**src/design/dll_pkg.sv**
```systemverilog
package dll_pkg;

   localparam int DefPoolNodes = 16;
   localparam int DefWordBits  = 32;

   localparam logic [1:0] ST_OK   = 2'd0;
   localparam logic [1:0] ST_NONE = 2'd1;
   localparam logic [1:0] ST_FULL = 2'd2;

   localparam logic [3:0] CMD_FIRST     = 4'd0;
   localparam logic [3:0] CMD_NEXT      = 4'd1;
   localparam logic [3:0] CMD_LAST      = 4'd2;
   localparam logic [3:0] CMD_PREV      = 4'd3;
   localparam logic [3:0] CMD_PUSH_HEAD = 4'd4;
   localparam logic [3:0] CMD_PUSH_TAIL = 4'd5;
   localparam logic [3:0] CMD_PUSH_CUR  = 4'd6;
   localparam logic [3:0] CMD_POP_HEAD  = 4'd7;
   localparam logic [3:0] CMD_POP_TAIL  = 4'd8;
   localparam logic [3:0] CMD_POP_CUR   = 4'd9;
   localparam logic [3:0] CMD_CLEAN     = 4'd10;

   // sequencer states
   typedef enum logic [2:0] {
      S_IDLE,
      S_READ,
      S_LINK,
      S_FIX,
      S_DONE
   } seq_state_type;

   // link memory write request
   typedef struct packed {
      logic        we;
   } link_wr_type;

endpackage

```
**src/design/doubly_linked_list_cursor_engine_core.sv**
```systemverilog
// Doubly linked list with cursor over a pool of POOL_NODES nodes. Raise start
// with req_cmd and req_data_in while busy is low; exactly one result word
// follows, shown on rsp_data_out and rsp_status for a single cycle with
// rsp_valid high, and it cannot be held off, so capture it then. Busy stays
// high from acceptance through the result strobe and falls after it: the
// node memories have one write port each and a registered read, so a
// command walks read, link, fix-up and reply steps in a small sequencer.
// Reset clears the used map and all pointers at once; no clearing pass is
// needed.
module doubly_linked_list_cursor_engine_core #(
   parameter int POOL_NODES = dll_pkg::DefPoolNodes,
   parameter int WORD_BITS  = dll_pkg::DefWordBits
) (
   input  logic                 clock,
   input  logic                 reset,
   input  logic                 start,
   output logic                 busy,
   input  logic [3:0]           req_cmd,
   input  logic [WORD_BITS-1:0] req_data_in,
   output logic                 rsp_valid,
   output logic [WORD_BITS-1:0] rsp_data_out,
   output logic [1:0]           rsp_status
);
   import dll_pkg::*;

   localparam int PtrBits = $clog2(POOL_NODES + 1);
   localparam int IdxBits = (POOL_NODES > 1) ? $clog2(POOL_NODES) : 1;
   localparam logic [PtrBits-1:0] NIL = PtrBits'(POOL_NODES);

   seq_state_type state_ff, state_in;

   logic [3:0]           cmd_ff;
   logic [WORD_BITS-1:0] din_ff;
   logic [POOL_NODES-1:0] used_ff, used_in;
   logic [PtrBits-1:0] head_ff, head_in, tail_ff, tail_in, cur_ff, cur_in;
   logic [PtrBits-1:0] tgt_ff, tgt_in;     // node being visited/removed/new
   logic [1:0]           st_ff, st_in;
   logic [WORD_BITS-1:0] dout_ff;
   logic                 go_ff, go_in;     // command has work past the read step
   logic [PtrBits-1:0]   aft_rd_hold;      // neighbor for the second push write

   // data word store
   logic [WORD_BITS-1:0] word_mem [POOL_NODES];
   logic [WORD_BITS-1:0] word_rd;
   logic                 word_we;
   logic [IdxBits-1:0]   word_addr;

   // link stores
   logic [PtrBits-1:0] aft_rd, bef_rd;
   logic [PtrBits-1:0] aft_wd, bef_wd;
   logic [IdxBits-1:0] aft_wa, bef_wa, link_ra;
   link_wr_type        aft_wr, bef_wr;

   // lowest free node
   logic [PtrBits-1:0] free_idx;
   always_comb begin
      free_idx = NIL;
      for (int i = POOL_NODES - 1; i >= 0; i--) begin
         if (!used_ff[i]) begin
            free_idx = PtrBits'(i);
         end
      end
   end

   function automatic logic live(input logic [PtrBits-1:0] p);
      live = (p != NIL);
   endfunction

   function automatic logic [IdxBits-1:0] ix(input logic [PtrBits-1:0] p);
      ix = p[IdxBits-1:0];
   endfunction

   assign busy = (state_ff != S_IDLE);
   logic accept;
   assign accept = start && !busy;

   dll_link_ram #(.PoolNodes(POOL_NODES), .PtrBits(PtrBits), .IdxBits(IdxBits)) u_after (
      .clock(clock), .we(aft_wr.we), .waddr(aft_wa), .wdata(aft_wd),
      .raddr(link_ra), .rdata(aft_rd)
   );
   dll_link_ram #(.PoolNodes(POOL_NODES), .PtrBits(PtrBits), .IdxBits(IdxBits)) u_before (
      .clock(clock), .we(bef_wr.we), .waddr(bef_wa), .wdata(bef_wd),
      .raddr(link_ra), .rdata(bef_rd)
   );

   // word store: written on push, read at the node being visited
   always_ff @(posedge clock) begin
      if (word_we) begin
         word_mem[word_addr] <= din_ff;
      end
      word_rd <= word_mem[word_addr];
   end

   // next state
   always_comb begin
      state_in = state_ff;
      case (state_ff)
         S_IDLE: if (accept) state_in = S_READ;
         S_READ: state_in = S_LINK;
         S_LINK: state_in = S_FIX;
         S_FIX:  state_in = S_DONE;
         S_DONE: state_in = S_IDLE;
         default: state_in = S_IDLE;
      endcase
   end

   // datapath and memory control per step
   always_comb begin
      used_in = used_ff; head_in = head_ff; tail_in = tail_ff; cur_in = cur_ff;
      tgt_in = tgt_ff; st_in = st_ff; go_in = go_ff;
      word_we = 1'b0; word_addr = ix(tgt_ff);
      aft_wr = '0; bef_wr = '0; aft_wa = ix(tgt_ff); bef_wa = ix(tgt_ff);
      aft_wd = NIL; bef_wd = NIL; link_ra = ix(tgt_ff);
      case (state_ff)
         S_IDLE: begin
            st_in = ST_NONE; go_in = 1'b0;
         end
         // pick the target node and start reading its links (the cursor's for push-at-cursor); clean empties the list
         S_READ: begin
            case (cmd_ff)
               CMD_FIRST, CMD_POP_HEAD: begin tgt_in = head_ff; go_in = live(head_ff); end
               CMD_LAST,  CMD_POP_TAIL: begin tgt_in = tail_ff; go_in = live(tail_ff); end
               CMD_NEXT, CMD_PREV, CMD_POP_CUR: begin
                  tgt_in = cur_ff; go_in = live(cur_ff);
               end
               CMD_PUSH_HEAD, CMD_PUSH_TAIL: begin
                  tgt_in = free_idx; go_in = live(free_idx);
                  if (!live(free_idx)) st_in = ST_FULL;
               end
               CMD_PUSH_CUR: begin
                  tgt_in = free_idx; go_in = live(cur_ff) && live(free_idx);
                  if (live(cur_ff) && !live(free_idx)) st_in = ST_FULL;
               end
               CMD_CLEAN: begin
                  used_in = '0; head_in = NIL; tail_in = NIL; cur_in = NIL;
                  st_in = ST_OK;
               end
               default: ;
            endcase
            link_ra = ix(tgt_in);
            if (cmd_ff == CMD_PUSH_CUR) link_ra = ix(cur_ff);
            word_addr = ix(tgt_in);
         end
         // links of the target (or cursor) are in aft_rd/bef_rd
         S_LINK: begin
            if (go_ff) begin
               case (cmd_ff)
                  CMD_FIRST, CMD_LAST: begin cur_in = tgt_ff; st_in = ST_OK; go_in = 1'b0; end
                  CMD_NEXT, CMD_PREV: begin
                     tgt_in = (cmd_ff == CMD_NEXT) ? aft_rd : bef_rd;
                     go_in = live(tgt_in);
                     link_ra = ix(tgt_in); word_addr = ix(tgt_in);
                  end
                  CMD_PUSH_HEAD, CMD_PUSH_TAIL: begin
                     word_we = 1'b1; used_in[ix(tgt_ff)] = 1'b1; st_in = ST_OK;
                     aft_wr.we = 1'b1; bef_wr.we = 1'b1;
                     if (!live(head_ff)) begin
                        head_in = tgt_ff; tail_in = tgt_ff;
                     end else if (cmd_ff == CMD_PUSH_HEAD) begin
                        aft_wd = head_ff; head_in = tgt_ff;
                     end else begin
                        bef_wd = tail_ff; tail_in = tgt_ff;
                     end
                  end
                  CMD_PUSH_CUR: begin
                     word_we = 1'b1; used_in[ix(tgt_ff)] = 1'b1; st_in = ST_OK;
                     aft_wr.we = 1'b1; bef_wr.we = 1'b1;
                     aft_wd = aft_rd; bef_wd = cur_ff;
                     if (!live(aft_rd)) tail_in = tgt_ff;
                  end
                  CMD_POP_HEAD, CMD_POP_TAIL, CMD_POP_CUR: begin
                     used_in[ix(tgt_ff)] = 1'b0; st_in = ST_OK;
                     if (live(bef_rd)) begin
                        aft_wr.we = 1'b1; aft_wa = ix(bef_rd); aft_wd = aft_rd;
                     end else head_in = aft_rd;
                     if (live(aft_rd)) begin
                        bef_wr.we = 1'b1; bef_wa = ix(aft_rd); bef_wd = bef_rd;
                     end else tail_in = bef_rd;
                     if (cmd_ff == CMD_POP_CUR) cur_in = aft_rd;
                     else if (cur_ff == tgt_ff) cur_in = NIL;
                  end
                  default: ;
               endcase
            end
         end
         // second link write for push; finish moves
         S_FIX: begin
            if (go_ff) begin
               case (cmd_ff)
                  CMD_NEXT, CMD_PREV: begin cur_in = tgt_ff; st_in = ST_OK; end
                  CMD_PUSH_HEAD, CMD_PUSH_TAIL: begin
                     if (cmd_ff == CMD_PUSH_HEAD && live(aft_rd_hold)) begin
                        bef_wr.we = 1'b1; bef_wa = ix(aft_rd_hold); bef_wd = tgt_ff;
                     end
                     if (cmd_ff == CMD_PUSH_TAIL && live(aft_rd_hold)) begin
                        aft_wr.we = 1'b1; aft_wa = ix(aft_rd_hold); aft_wd = tgt_ff;
                     end
                  end
                  CMD_PUSH_CUR: begin
                     aft_wr.we = 1'b1; aft_wa = ix(cur_ff); aft_wd = tgt_ff;
                     if (live(aft_rd_hold)) begin
                        bef_wr.we = 1'b1; bef_wa = ix(aft_rd_hold); bef_wd = tgt_ff;
                     end
                  end
                  default: ;
               endcase
            end
         end
         default: ;
      endcase
   end

   // neighbor captured at the link step for the second push write
   always_ff @(posedge clock) begin
      if (state_ff == S_LINK) begin
         case (cmd_ff)
            CMD_PUSH_HEAD: aft_rd_hold <= live(head_ff) ? head_ff : NIL;
            CMD_PUSH_TAIL: aft_rd_hold <= live(head_ff) ? tail_ff : NIL;
            default:       aft_rd_hold <= aft_rd;
         endcase
      end
   end

   // data word captured when the visited or removed node's word is read
   always_ff @(posedge clock) begin
      if (state_ff == S_LINK && cmd_ff != CMD_NEXT && cmd_ff != CMD_PREV) begin
         dout_ff <= word_rd;
      end else if (state_ff == S_FIX) begin
         if (cmd_ff == CMD_NEXT || cmd_ff == CMD_PREV) dout_ff <= word_rd;
      end
   end

   // registers
   always_ff @(posedge clock) begin
      if (reset) begin
         state_ff <= S_IDLE;
         used_ff  <= '0;
         head_ff  <= NIL;
         tail_ff  <= NIL;
         cur_ff   <= NIL;
         go_ff    <= 1'b0;
         st_ff    <= ST_NONE;
         tgt_ff   <= NIL;
      end else begin
         state_ff <= state_in;
         used_ff  <= used_in;
         head_ff  <= head_in;
         tail_ff  <= tail_in;
         cur_ff   <= cur_in;
         go_ff    <= go_in;
         st_ff    <= st_in;
         tgt_ff   <= tgt_in;
      end
   end

   always_ff @(posedge clock) begin
      if (accept) begin
         cmd_ff <= req_cmd;
         din_ff <= req_data_in;
      end
   end

   // reply
   logic reads_word;
   assign reads_word = (cmd_ff == CMD_FIRST) || (cmd_ff == CMD_NEXT) ||
                       (cmd_ff == CMD_LAST) || (cmd_ff == CMD_PREV) ||
                       (cmd_ff == CMD_POP_HEAD) || (cmd_ff == CMD_POP_TAIL) ||
                       (cmd_ff == CMD_POP_CUR);
   always_comb begin
      rsp_valid    = (state_ff == S_DONE);
      rsp_status   = st_ff;
      rsp_data_out = (st_ff == ST_OK && reads_word) ? dout_ff : '0;
   end

   // the result strobe follows each acceptance after the read, link and fix-up steps
   a_rsp_timing: assert property (@(posedge clock) disable iff (reset)
      (start && !busy) |-> ##4 rsp_valid)
      else $error("result strobe not four cycles after accept");

   // never busy-free while a result is pending
   a_busy_rsp: assert property (@(posedge clock) disable iff (reset)
      rsp_valid |-> busy)
      else $error("result shown while idle");

   // head and tail are null together
   a_ends: assert property (@(posedge clock) disable iff (reset)
      (state_ff == S_IDLE) |-> ((head_ff == NIL) == (tail_ff == NIL)))
      else $error("head/tail disagree on empty");

   // status never reserved code
   a_status: assert property (@(posedge clock) disable iff (reset)
      rsp_valid |-> (rsp_status != 2'd3))
      else $error("bad status code");

endmodule

```
**src/design/dll_link_ram.sv**
```systemverilog
// Link store: one write port, one registered read port, for one link direction.
module dll_link_ram #(
   parameter int PoolNodes = dll_pkg::DefPoolNodes,
   parameter int PtrBits   = $clog2(PoolNodes + 1),
   parameter int IdxBits   = (PoolNodes > 1) ? $clog2(PoolNodes) : 1
) (
   input  logic               clock,
   input  logic               we,
   input  logic [IdxBits-1:0] waddr,
   input  logic [PtrBits-1:0] wdata,
   input  logic [IdxBits-1:0] raddr,
   output logic [PtrBits-1:0] rdata
);
   import dll_pkg::*;

   logic [PtrBits-1:0] mem [PoolNodes];

   always_ff @(posedge clock) begin
      if (we) begin
         mem[waddr] <= wdata;
      end
      rdata <= mem[raddr];
   end

endmodule
```
**config.mk**
```make
export PLATFORM = sky130hd
export DESIGN_NAME = doubly_linked_list_cursor_engine_core
export DESIGN_NICKNAME = d
export VERILOG_FILES = /design/src/design/dll_pkg.sv /design/src/design/doubly_linked_list_cursor_engine_core.sv /design/src/design/dll_link_ram.sv
export SDC_FILE = /design/constraint.sdc
export NUM_CORES = 1
export LEC_CHECK = 0
export BUFFER_PORTS_ARGS = -buffer_cell sky130_fd_sc_hd__buf_2
export CAP_MARGIN = 25
export CORE_MARGIN = 2
export CORE_UTILIZATION = 25
export DETAILED_ROUTE_END_ITERATION = 7
export GPL_TIMING_DRIVEN = 0
export SETUP_SLACK_MARGIN = 0.15
export SYNTH_ARGS = -nofsm -noshare
export SYNTH_HDL_FRONTEND = slang
export SYNTH_SLANG_ARGS = --single-unit
```
**constraint.sdc**
```tcl
create_clock -name clock -period 8.6 [get_ports clock]
set_clock_uncertainty 0.2 [all_clocks]
set_input_delay 0.43 -clock clock [delete_from_list [all_inputs] [get_ports clock]]
set_output_delay 0.43 -clock clock [all_outputs]
set_load 0.02 [all_outputs]
```
# Yosys cells after proc, flatten, opt, wreduce, memory -nomap -nowiden
# Memories as Yosys holds them, arrays and structs flattened. A register that Yosys moved wholly into a read port is not among the register bits.
# Cells that the tools add are included.
totals:
  reg_bits: 115
  mem_bits_rw: 672
  in_bits: 39
  output_inout_bits: 36
  elab_cells: 246
  mem_count: 3
op_classes:
  order_cmp: 2
  eq_ne: 47
  muxes: 132
  n_bitwise: 3
  reduce_logical: 46
memory_table:
  columns: ["name", "words", "width", "read_ports", "rd_clocked_by_memory_dff", "wr", "line", "rtl"]
  rows:
  - ["word_mem", 16, 32, 1, 1, 1, "doubly_linked_list_cursor_engine_core.sv:43", "logic [WORD_BITS-1:0] word_mem [POOL_NODES];"]
  - ["u_after.mem", 16, 5, 1, 1, 1, "dll_link_ram.sv:16", "logic [PtrBits-1:0] mem [PoolNodes];"]
  - ["u_before.mem", 16, 5, 1, 1, 1, "dll_link_ram.sv:16", null]
ops:
  columns: ["op", "n"]
  rows:
  - ["5-bit 2-to-1 mux", 49]
  - ["32-bit 2-to-1 mux", 4]
  - ["5-bit case mux with 2 select lines", 10]
  - ["16-bit case mux with 2 select lines", 2]
  - ["5-bit case mux with 3 select lines", 4]
  - ["4-bit 2-to-1 mux", 14]
  - ["4-bit case mux with 2 select lines", 6]
  - ["5-bit inequality test, second input constant", 8]
  - ["16-bit 2-to-1 mux", 2]
  - ["1-bit 2-to-1 mux", 20]
  - ["5-bit case mux with 4 select lines", 1]
  - ["16-bit AND", 1]
  - ["4-bit by 3-bit == test with 1-bit output, second input constant", 4]
  - ["16-bit inverter", 1]
  - ["16-bit bitwise OR", 1]
  - ["3-bit inequality test, second input constant", 5]
  - ["1-bit case mux with 2 select lines", 7]
  - ["7-bit AND reduction", 2]
  - ["4-bit == test, second input constant", 3]
  - ["2-bit 2-to-1 mux", 6]
  - ["4-bit inequality test, second input constant", 3]
  - ["3-bit case mux with 4 select lines", 1]
  - ["2-bit OR reduction", 5]
  - ["1-bit logical AND", 9]
  - ["38 further kinds", 62]

# Logic depth before layout (Yosys ltp)
# Gate-level depths: netlist (run 1).
depth:
  ltp_word: 22
  ltp_mapped: 15
  mapped_depth_nobuf: 11

# Modules after synthesis
# Synthesis (run 1) repeated with hierarchy kept, for this count alone.
unflattened:
  cells_unflattened: 2014
  hier_area_um2: 32662.6
modules_own_cells:
  columns: ["module", "n_inst", "cells_each", "area_each_um2", "seq_area_each_um2"]
  rows:
  - ["doubly_linked_list_cursor_engine_core", 1, 1704, 26236.4, 19048.3]
  - ["dll_link_ram", 2, 155, 3213.1, 2502.4]

# Worst setup path before layout (run 1)
# Ideal clock, no wire load.
synth_path:
  path_kind: "reg2reg"
  start: "reg cmd_ff[2]"
  end: "mem word_mem[0][0] (netlist bit) (enable)"
  setup_ns: 0.421
  arrival_ns: 3.935
  t_required_ns: 7.979
  path_slack_ns: 4.044
  path_stages_with_launch: 14
  path_buffers: 5
  period_less_slack_ns: 4.556
  cell_sequence: "edfxtp_1 -> buf_2 -> buf_1 -> nor4b_4 -> mux2i_1 -> nor2_1 -> a21oi_2 -> o21a_1 -> buf_2 -> buf_2 -> buf_2 -> nor3b_1 -> nand2_1 -> nor2_1"
synth_between:
  elab_chain_cells: 7
  elab_cells_between_ends: 25
  classes_between: "9 x eq/ne; 10 x mux; 6 x reduce/logical"
synth_rtl:
  columns: ["element", "line", "rtl"]
  rows:
  - ["from (decl)", "doubly_linked_list_cursor_engine_core.sv:32", "logic [3:0] cmd_ff;"]
  - ["from (signal assigned)", "doubly_linked_list_cursor_engine_core.sv:258", "cmd_ff <= req_cmd;"]
  - ["4-bit by 3-bit == test with 1-bit output", "doubly_linked_list_cursor_engine_core.sv:120, doubly_linked_list_cursor_engine_core.sv:147", null]
  - ["3-bit OR reduction (no source line)", null, null]
  - ["1-bit 2-to-1 mux", "doubly_linked_list_cursor_engine_core.sv:147", "case (cmd_ff)"]
  - ["1-bit 2-to-1 mux", "doubly_linked_list_cursor_engine_core.sv:146", "if (go_ff) begin"]
  - ["1-bit 2-to-1 mux", "doubly_linked_list_cursor_engine_core.sv:114", "case (state_ff)"]
  - ["1-bit 2-to-1 mux", "doubly_linked_list_cursor_engine_core.sv:88", "if (word_we) begin"]
  - ["1-bit 2-to-1 mux (implied by the code)", "doubly_linked_list_cursor_engine_core.sv:89", "word_mem[word_addr] <= din_ff;"]
  - ["to (decl)", "doubly_linked_list_cursor_engine_core.sv:43", null]
# Parallel ways exist; a longest one is shown, timed or not.

# Worst setup path in the final report (run 1)
layout_path:
  start: "reg cmd_ff[2]"
  end: "out rsp_data_out[29]"
layout_between:
  elab_chain_cells: 9
  elab_cells_between_ends: 15
  classes_between: "6 x eq/ne; 1 x mux; 8 x reduce/logical"
layout_rtl:
  columns: ["element", "line", "rtl"]
  rows:
  - ["4-bit by 1-bit == test with 1-bit output / 4-bit logical NOT (equally long branches)", "doubly_linked_list_cursor_engine_core.sv:265", "assign reads_word = (cmd_ff == CMD_FIRST) || (cmd_ff == CMD_NEXT) ||"]
  - ["1-bit logical OR (2 in a row)", "doubly_linked_list_cursor_engine_core.sv:265", null]
  - ["1-bit logical OR (2 in a row)", "doubly_linked_list_cursor_engine_core.sv:266", "(cmd_ff == CMD_LAST) || (cmd_ff == CMD_PREV) ||"]
  - ["1-bit logical OR", "doubly_linked_list_cursor_engine_core.sv:267", "(cmd_ff == CMD_POP_HEAD) || (cmd_ff == CMD_POP_TAIL) ||"]
  - ["1-bit logical OR (*)", "doubly_linked_list_cursor_engine_core.sv:267", null]
  - ["1-bit logical AND (*)", "doubly_linked_list_cursor_engine_core.sv:272", "rsp_data_out = (st_ff == ST_OK && reads_word) ? dout_ff : '0;"]
  - ["32-bit 2-to-1 mux (*)", "doubly_linked_list_cursor_engine_core.sv:272", null]
  - ["to (decl)", "doubly_linked_list_cursor_engine_core.sv:21", "output logic [WORD_BITS-1:0] rsp_data_out,"]
# Mark *: on every way between the ends. The rest lies on a longest branch, timed or not.

==> results.ini, run 1 <==
[place]
io_buffers = 73
hpwl_um = 63200
gp_congestion = 0.950

[sta]
slew_headroom_pct = 24.6
tightestPinTransition_ns = 1.13
hold_violations = 0
finalSetupViolCount = 0
rsz0062_at_grt = false
period_minus_slack_ns = 6.43
maxSlewViolCount = 0
max_freq_mhz = 155
fin_setup_tns_ns = 0
fin_crit_sh_pct = 74.8

[setup_path]
worstPathCellList = buf_2 -> buf_1 -> nand2b_1 -> o21ai_0 -> clkbuf_1 -> nor2_1 -> nor3_2 -> buf_6 -> clkbuf_1 -> and2_1 -> buf_2
crit_type = flip-flop to primary output
ff2ff_setup_slack_ns = 2.98
setup.worst_path.end_class = primary output
worst_path_max_delay_cell = nor3_2
rr_endpoint = word_mem[1][6]
cp_num_cells = 11
crit_fanout = 10
reg2regPathDepth = 13
path_buf_inv = 6
start_kind = flip-flop
r2r-start = cmd_ff[2]
path_delay_family = buffers and inverters
critPathArrivalTime_ns = 5.80
startpoint = cmd_ff[2]
cp.required_ns = 7.97
cpPeakStageDelay_ns = 0.88

[clock_network]
cts_buffer_depth = 3
cts_num_sinks = 829
cts_tree = built
post-cts-setup-buffers = 0
cts_root_buf = clkbuf_16
clk_pin_slew_worst_paths_ns = 0.06
cts_buffers = 81
cts_max_level = 3
clkLatencyLatePin_ns = 0.65

[pwr]
p_per_area_nw_per_um2 = 220
power_frac_comb_pct = 6.2
p_seq_share_pct = 52.1
p_sw_share_pct = 22.9
p_int_w = 0.00673
ir_worst_vdd_v = 0.000149
p_sw_w = 0.00200
clkPwrFrac_pct = 41.6
p_leak_nw = 13.6
power_w = 0.00873

[detailed_routing]
drtPass1Iterations = 5
wl_per_cell_um = 21.2
vias = 20948
route.detailed.drc = 0
ant_nets = 0
routed_wl_um = 93100
via_per_inst = 4.77
drt_iter0_markers = 2375

[floorplanning]
die_area_um2 = 136000
initial_utilization_pct = 25.1
core_area_um2 = 133000
die_h_um = 369
row_count = 134
die_width_um = 369
ios = 75

[grt]
grt_util_all_layers_pct = 13.4
grt_start_max_net_pins = 24
grt_pass1_wl_um = 137000
overflow = 0
antenna_found_initial = 3
grt_pass1_vias = 20701

[yosys]
synth_edf_count = 745
syn_area_um2 = 33400
ys_seq_area_share_pct = 72.1
async_flop_share_pct = 0
synth_warnings = 0
synth.avg_cell_area_um2 = 14.3
synth-main-ff-cell = edfxtp_1
ys_ff_latch = 829
syn-num-nets = 2377
synthCells = 2338
synth_cell_types = 71

[hold_path]
min_from = reset
hold_depth = 2
holdPathEnd = tgt_ff[2]
hold_path.class = input pin to flip-flop

[outcome]
status = finished, final reports clean

[finish]
fillers = 13112
area_growth_syn_to_layout_pct = 19.1
seqCellArea_um2 = 24100
drive_above_1_share_pct = 12.6
multi_input_area_um2 = 8710
nets = 2603

[run]
max_cap_viol_count = 0

==> timing repair <==
item / CTS / global route
hold buffers: 37 / 0
hold endpoints to repair: 37 / 0
gates resized for setup: 0 / 0
==> worst reg2reg max path, stage by stage (launching register included) <==
cell and delay [ns]:
edfxtp_1 0.52, buf_2 0.27, buf_1 0.28, nor4b_4 0.58, mux2i_1 0.31, nor2_1 0.06, a211oi_1 0.22, a311o_1 0.31
nor2b_1 0.20, clkbuf_1 0.51, clkbuf_1 0.62, inv_1 0.38, nor2_4 0.56, buf_12 0.27
==> area by class of cell <==
cell class	count	area share [%]
plain buffers	153	1.68
flip-flops and latches	829	60.5
inverters	17	0.161
well taps	1768	5.57
multi-input cells	1339	21.9
clock buffers	101	5.50
repair buffers	143	3.27
clock inverters	45	1.34
diodes	1	0.00630
==> placed cells by master, fill, tap and decap left out, types with 13 or more instances in the layout <==
cell type	n
a21oi_1	191
nor2_4	17
dfxtp_1	84
and3_1	19
nor2_1	107
clkinv_1	14
mux2_2	20
nand2b_1	19
buf_2	113
buf_4	14
clkbuf_1	102
dlygate4sd3_1	37
mux2i_1	187
nand3_1	28
clkbuf_16	83
buf_1	16
a22o_1	67
inv_1	16
o21ai_0	35
a211oi_1	21
nor2b_1	15
a22oi_1	112
clkinv_2	14
a31oi_1	15
o221ai_1	34
a221oi_1	13
and2_1	36
buf_12	13
edfxtp_1	745
nand2_1	270
==> logic make-up (layout without fill, tap and decap cells) <==
kind of cell | count (synthesis) | after routing | share of synthesized area [%]
DFF | 829 | 829 | 72.1
and+or+nand+nor | 565 | 565 | 7.67
AOI/OAI and AO/OA | 560 | 560 | 11.6
muxes | 207 | 207 | 6.28
buffers and inverters | 170 | 459 | 2.20
xor gates and xnor gates | 7 | 7 | 0.184
other | 0 | 1 | 0
==> power groups by stage <==
stage                     sequential, W  clock [W]  combinational, W
after detailed placement        0.00464          0          0.000528
after global placement          0.00463          0          0.000513
final                           0.00455    0.00363          0.000546
after CTS                       0.00455    0.00371          0.000545
after floorplan                 0.00460          0          0.000317
after global routing            0.00456    0.00387          0.000585
==> Yosys cell counts (all sizes together), types with 7 or more instances <==
| library cell | n | share of area, % |
|---|---|---|
| nor4 | 9 | 0.17 |
| nand3 | 28 | 0.42 |
| a222oi | 8 | 0.24 |
| inv | 17 | 0.19 |
| edfxtp | 745 | 67 |
| nor3 | 12 | 0.19 |
| a22oi | 112 | 2.5 |
| a22o | 67 | 1.8 |
| nor2 | 124 | 1.4 |
| a221oi | 14 | 0.39 |
| mux2 | 20 | 0.68 |
| a31oi | 15 | 0.28 |
| and2 | 37 | 0.69 |
| nand2b | 19 | 0.36 |
| o2111a | 10 | 0.34 |
| buf | 65 | 1.0 |
| clkbuf | 88 | 0.99 |
| mux2i | 187 | 5.6 |
| a21oi | 193 | 2.9 |
| a211oi | 22 | 0.51 |
| o21ai | 44 | 0.66 |
| nand2 | 271 | 3.1 |
| and3 | 19 | 0.36 |
| nor2b | 15 | 0.28 |
| dfxtp | 84 | 5.0 |
| nor3b | 7 | 0.17 |
| o221ai | 34 | 0.89 |
==> registers in the layout (all words and copies together), names as in the netlist <==
register,flops
aft_rd_hold,5
cmd_ff,4
cur_ff,5
din_ff,32
dout_ff,32
go_ff,1
head_ff,5
rsp_status,2
state_ff,3
tail_ff,5
tgt_ff,5
u_after.mem,80
u_after.rdata,5
u_before.mem,80
u_before.rdata,5
used_ff,16
word_mem,512
word_rd,32
==> metal layers <==
layer | global-route usage [%] | share of wire (%) | up-vias
met2 | 21.4 | 46 | 919
met1 | 18.8 | 44 | 10380
met5 | 0 | 0.014 | -
met3 | 2.04 | 7.0 | 177
li1 | - | - | 9470
met4 | 3.96 | 2.8 | 2
==> worst max-delay path by stage <==
stage | endpoint | slack, ns
after floorplan | word_mem[0][0] | 4.04
after global placement | word_mem[13][16] | 1.13
after detailed placement | rsp_data_out[28] | 3.04
after CTS | rsp_data_out[28] | 2.32
after global routing | rsp_data_out[28] | 2.10
final | rsp_data_out[29] | 2.17
==> stage by stage <==
| stage | area (um2) | cells | setup WS, ns | hold WS (ns) | utilization (%) |
|---|---|---|---|---|---|
| 5_1_grt | 39700 | 4395 | 2.10 | 0.0554 | 29.9 |
| 4_1_cts | 39700 | 4394 | 2.32 | 0.00825 | 29.9 |
| 3_5_place_dp | 36600 | 4211 | 3.04 | 0.189 | 27.6 |
| 3_3_place_gp | 35900 | 4179 | 1.13 | 0.188 | 27.0 |
| 2_1_floorplan | 33400 | 2338 | 4.04 | 0.186 | - |
| 6_report | 39700 | 4396 | 2.17 | 0.0481 | 29.9 |
(Power assumes the default switching activity.)
==> run 2: changes to the inputs <==
ABC_AREA = 1   (was unset)
clock period = 6.8 ns   (was 8.6 ns; I/O delays follow)
==> run 2 against run 1 <==
  * The flow now finishes with violations (DRC)
  * Power increased by 47%
  * Sequential power increased by 30%
  * Core utilization down 0.089 points
  * Combinational power grew to 4.5 times the previous value
  * Clock power grew 25%
  * Die area rose by 7.2%
  * Count of clock-buffer cells in the layout increased by 3
  * Critical endpoint is now word_mem[9][12]
==> results.ini, run 2 <==
[outcome]
status = finished, violations left
violations = DRC

[yosys]
synth-main-ff-cell = edfxtp_1
syn-num-nets = 3564  ; +50%
ys_top_cells_by_count = 1210 x nand2_1, 745 x edfxtp_1, 532 x nand3_1
synth.avg_cell_area_um2 = 10.2  ; -29%
ys_ff_latch = 829  ; unchanged
post-synth-top-area-fraction_pct = 62.5  ; -4.5 points
synth_cell_types = 50  ; -30%
syn_area_um2 = 35800  ; +7.2%
async_flop_share_pct = 0  ; unchanged
yosys.area.top_type = edfxtp_1
ys_seq_area_share_pct = 67.2  ; -4.9 points
synthTopCellsByArea = edfxtp_1 63%, nand2_1 13%, nand3_1 7.4%
synthCells = 3525  ; +51%
synth_edf_count = 745  ; unchanged
yosysMostFrequentCell = nand2_1
synth_warnings = 0  ; unchanged

[finish]
fin_area_um2 = 42200  ; +6.3%
drive_above_1_share_pct = 10.6  ; -2.0 points
top_register = word_mem
nets = 3786  ; +45%
layout_common_cells = 1210 x nand2_1, 745 x edfxtp_1, 532 x nand3_1, 280 x inv_1, 151 x buf_2
largest_reg_flops = 512  ; unchanged
top_regs = word_mem: 512 flops, u_after.mem: 80 flops, u_before.mem: 80 flops
final_common_cell = nand2_1
area_growth_syn_to_layout_pct = 18.0
antenna_cells = 0  ; -1

[pwr]
p_sw_w = 0.00397  ; +98%
p_sw_share_pct = 30.8  ; +7.9 points
p_seq_share_pct = 45.9  ; -6.2 points
p_leak_nw = 16.4  ; +21%
ir_worst_vdd_v = 0.000201  ; +34%
power_w = 0.0129  ; +47%
p_per_area_nw_per_um2 = 305  ; +39%
power_frac_comb_pct = 18.9  ; +13 points
clkPwrFrac_pct = 35.2  ; -6.4 points
p_int_w = 0.00890  ; +32%

[sta]
finalSetupViolCount = 0  ; unchanged
whs_ns = 0.169  ; +0.121 ns
period_minus_slack_ns = 5.36
tightestPinTransition_ns = 1.07  ; -0.0593 ns
worst_slack_ns = 1.44  ; -0.725 ns
max_freq_mhz = 187
fin_crit_sh_pct = 78.8
maxSlewViolCount = 0  ; unchanged
slew_headroom_pct = 29.0  ; +4.4 points
rsz0062_at_grt = false
hold_violations = 0  ; unchanged
fin_setup_tns_ns = 0  ; unchanged

[grt]
grt_start_max_net_pins = 24  ; unchanged
grt_util_all_layers_pct = 15.1  ; +1.6 points
grt_pass1_wl_um = 164000  ; +20%
grt_pass1_vias = 25245  ; +22%
antenna_found_initial = 3  ; unchanged
overflow = 0  ; unchanged

[floorplanning]
initial_utilization_pct = 25.2  ; +0.14 points
die_h_um = 382  ; +3.5%
die_area_um2 = 146000  ; +7.2%
die_width_um = 382  ; +3.5%
row_count = 138  ; +3.0%
ios = 75  ; unchanged
core_area_um2 = 142000  ; +6.6%

[detailed_routing]
wl_per_cell_um = 19.8  ; -6.5%
vias = 26688  ; +27%
routed_wl_um = 113000  ; +21%
drtPass1Iterations = 8  ; +3
route.detailed.drc = 1  ; +1
via_per_inst = 4.68  ; -1.8%
ant_nets = 0  ; unchanged
drt_iter0_markers = 2867  ; +21%

[clock_network]
cts_buffers = 81  ; unchanged
clk_pin_slew_worst_paths_ns = 0.06  ; about the same
clkLatencyLatePin_ns = 0.69  ; +0.04 ns
cts_tree = built
cts_root_buf = clkbuf_16
post-cts-setup-buffers = 0  ; unchanged
cts_num_sinks = 829  ; unchanged
cts_max_level = 3  ; unchanged
cts_buffer_depth = 3  ; unchanged

[place]
hpwl_um = 75700  ; +20%
dpl_worst_slack_ns = 1.50  ; -1.54 ns
io_buffers = 73  ; unchanged
gp_congestion = 0.907  ; -4.6%
dpl_cell_area_um2 = 39200  ; +7.0%

[setup_path]
path_buf_inv = 5  ; -1
crit_fanout = 19  ; +9
start_kind = flip-flop
cpPeakStageDelay_ns = 0.82  ; -0.06 ns
crit_type = flip-flop to flip-flop
critPathArrivalTime_ns = 5.54  ; -0.26 ns
setup.worst_path.end_class = flip-flop
worst_path_max_delay_cell = nor2_4
cp.required_ns = 6.98  ; -0.99 ns
path_delay_family = simple AND/OR/NAND/NOR gates
worstPathCellList = inv_1 -> nor3_2 -> clkbuf_1 -> o221ai_1 -> a21oi_2 -> inv_2 -> nor2_2 -> buf_2 -> nand2_1 -> nor2_4 -> buf_16

[hold_path]
hold_path.class = input pin to flip-flop

[run]
max_cap_viol_count = 0  ; unchanged

==> run 2: logic make-up after synthesis <==
family / count (synthesis) / share of synthesized area [%]
AOI/OAI and AO/OA: 219 / 3.53
DFF: 829 / 67.2
and+or+nand+nor: 1987 / 23.4
buffers and inverters: 490 / 5.81
==> run 2: final timing paths <==
kind / from / to / slack (ns) / depth (start not counted)
setup / recovery: state_ff[0] / word_mem[9][12] / 1.44 / 11
setup reg to reg: state_ff[0] / word_mem[9][12] / 1.44 / 11
hold reg to reg: word_rd[8] / dout_ff[8] / 0.20 / 0
hold / removal: req_data_in[19] / din_ff[19] / 0.17 / 2
==> run 2: through the flow <==
step                      instances  util [%]
after floorplan                3525         -
after global placement         5488      27.2
after detailed placement       5515      27.7
after CTS                      5700      29.8
after global routing           5701      29.8
final                          5701      29.8
==> run 2: final cells by class <==
| cell class | count | area [um2] |
|---|---|---|
| inverter | 305 | 1150 |
| clock buffer | 104 | 2200 |
| clock inverter | 43 | 434 |
| fill | 14594 | 99500 |
| multi-input combinational | 2206 | 9830 |
| tap | 1890 | 2360 |
| sequential | 829 | 24100 |
| buffer | 185 | 932 |
| timing repair buffer | 139 | 1270 |
==> run 2: routing by layer <==
metal | vias to the layer above | part of all wire, % | track usage [%]
met4 | 0 | 2.9 | 4.46
li1 | 12330 | - | -
met5 | - | 0 | 0
met1 | 12900 | 42 | 20.4
met2 | 1243 | 46 | 24.2
met3 | 215 | 8.9 | 3.14
==> run 2: power by group through the flow <==
stage	Sequential [W]	Combinational, W	Clock, W
3_3_place_gp	0.00601	0.00233	0
6_report	0.00591	0.00243	0.00453
4_1_cts	0.00591	0.00239	0.00460
3_5_place_dp	0.00602	0.00236	0
5_1_grt	0.00592	0.00264	0.00480
2_1_floorplan	0.00594	0.00148	0
==> run 2: timing repair <==
| item | 4_1_cts | 5_1_grt |
|---|---|---|
| hold buffers | 38 | 0 |
| resized for setup | 0 | 0 |
| endpoints found under the hold margin | 38 | 0 |
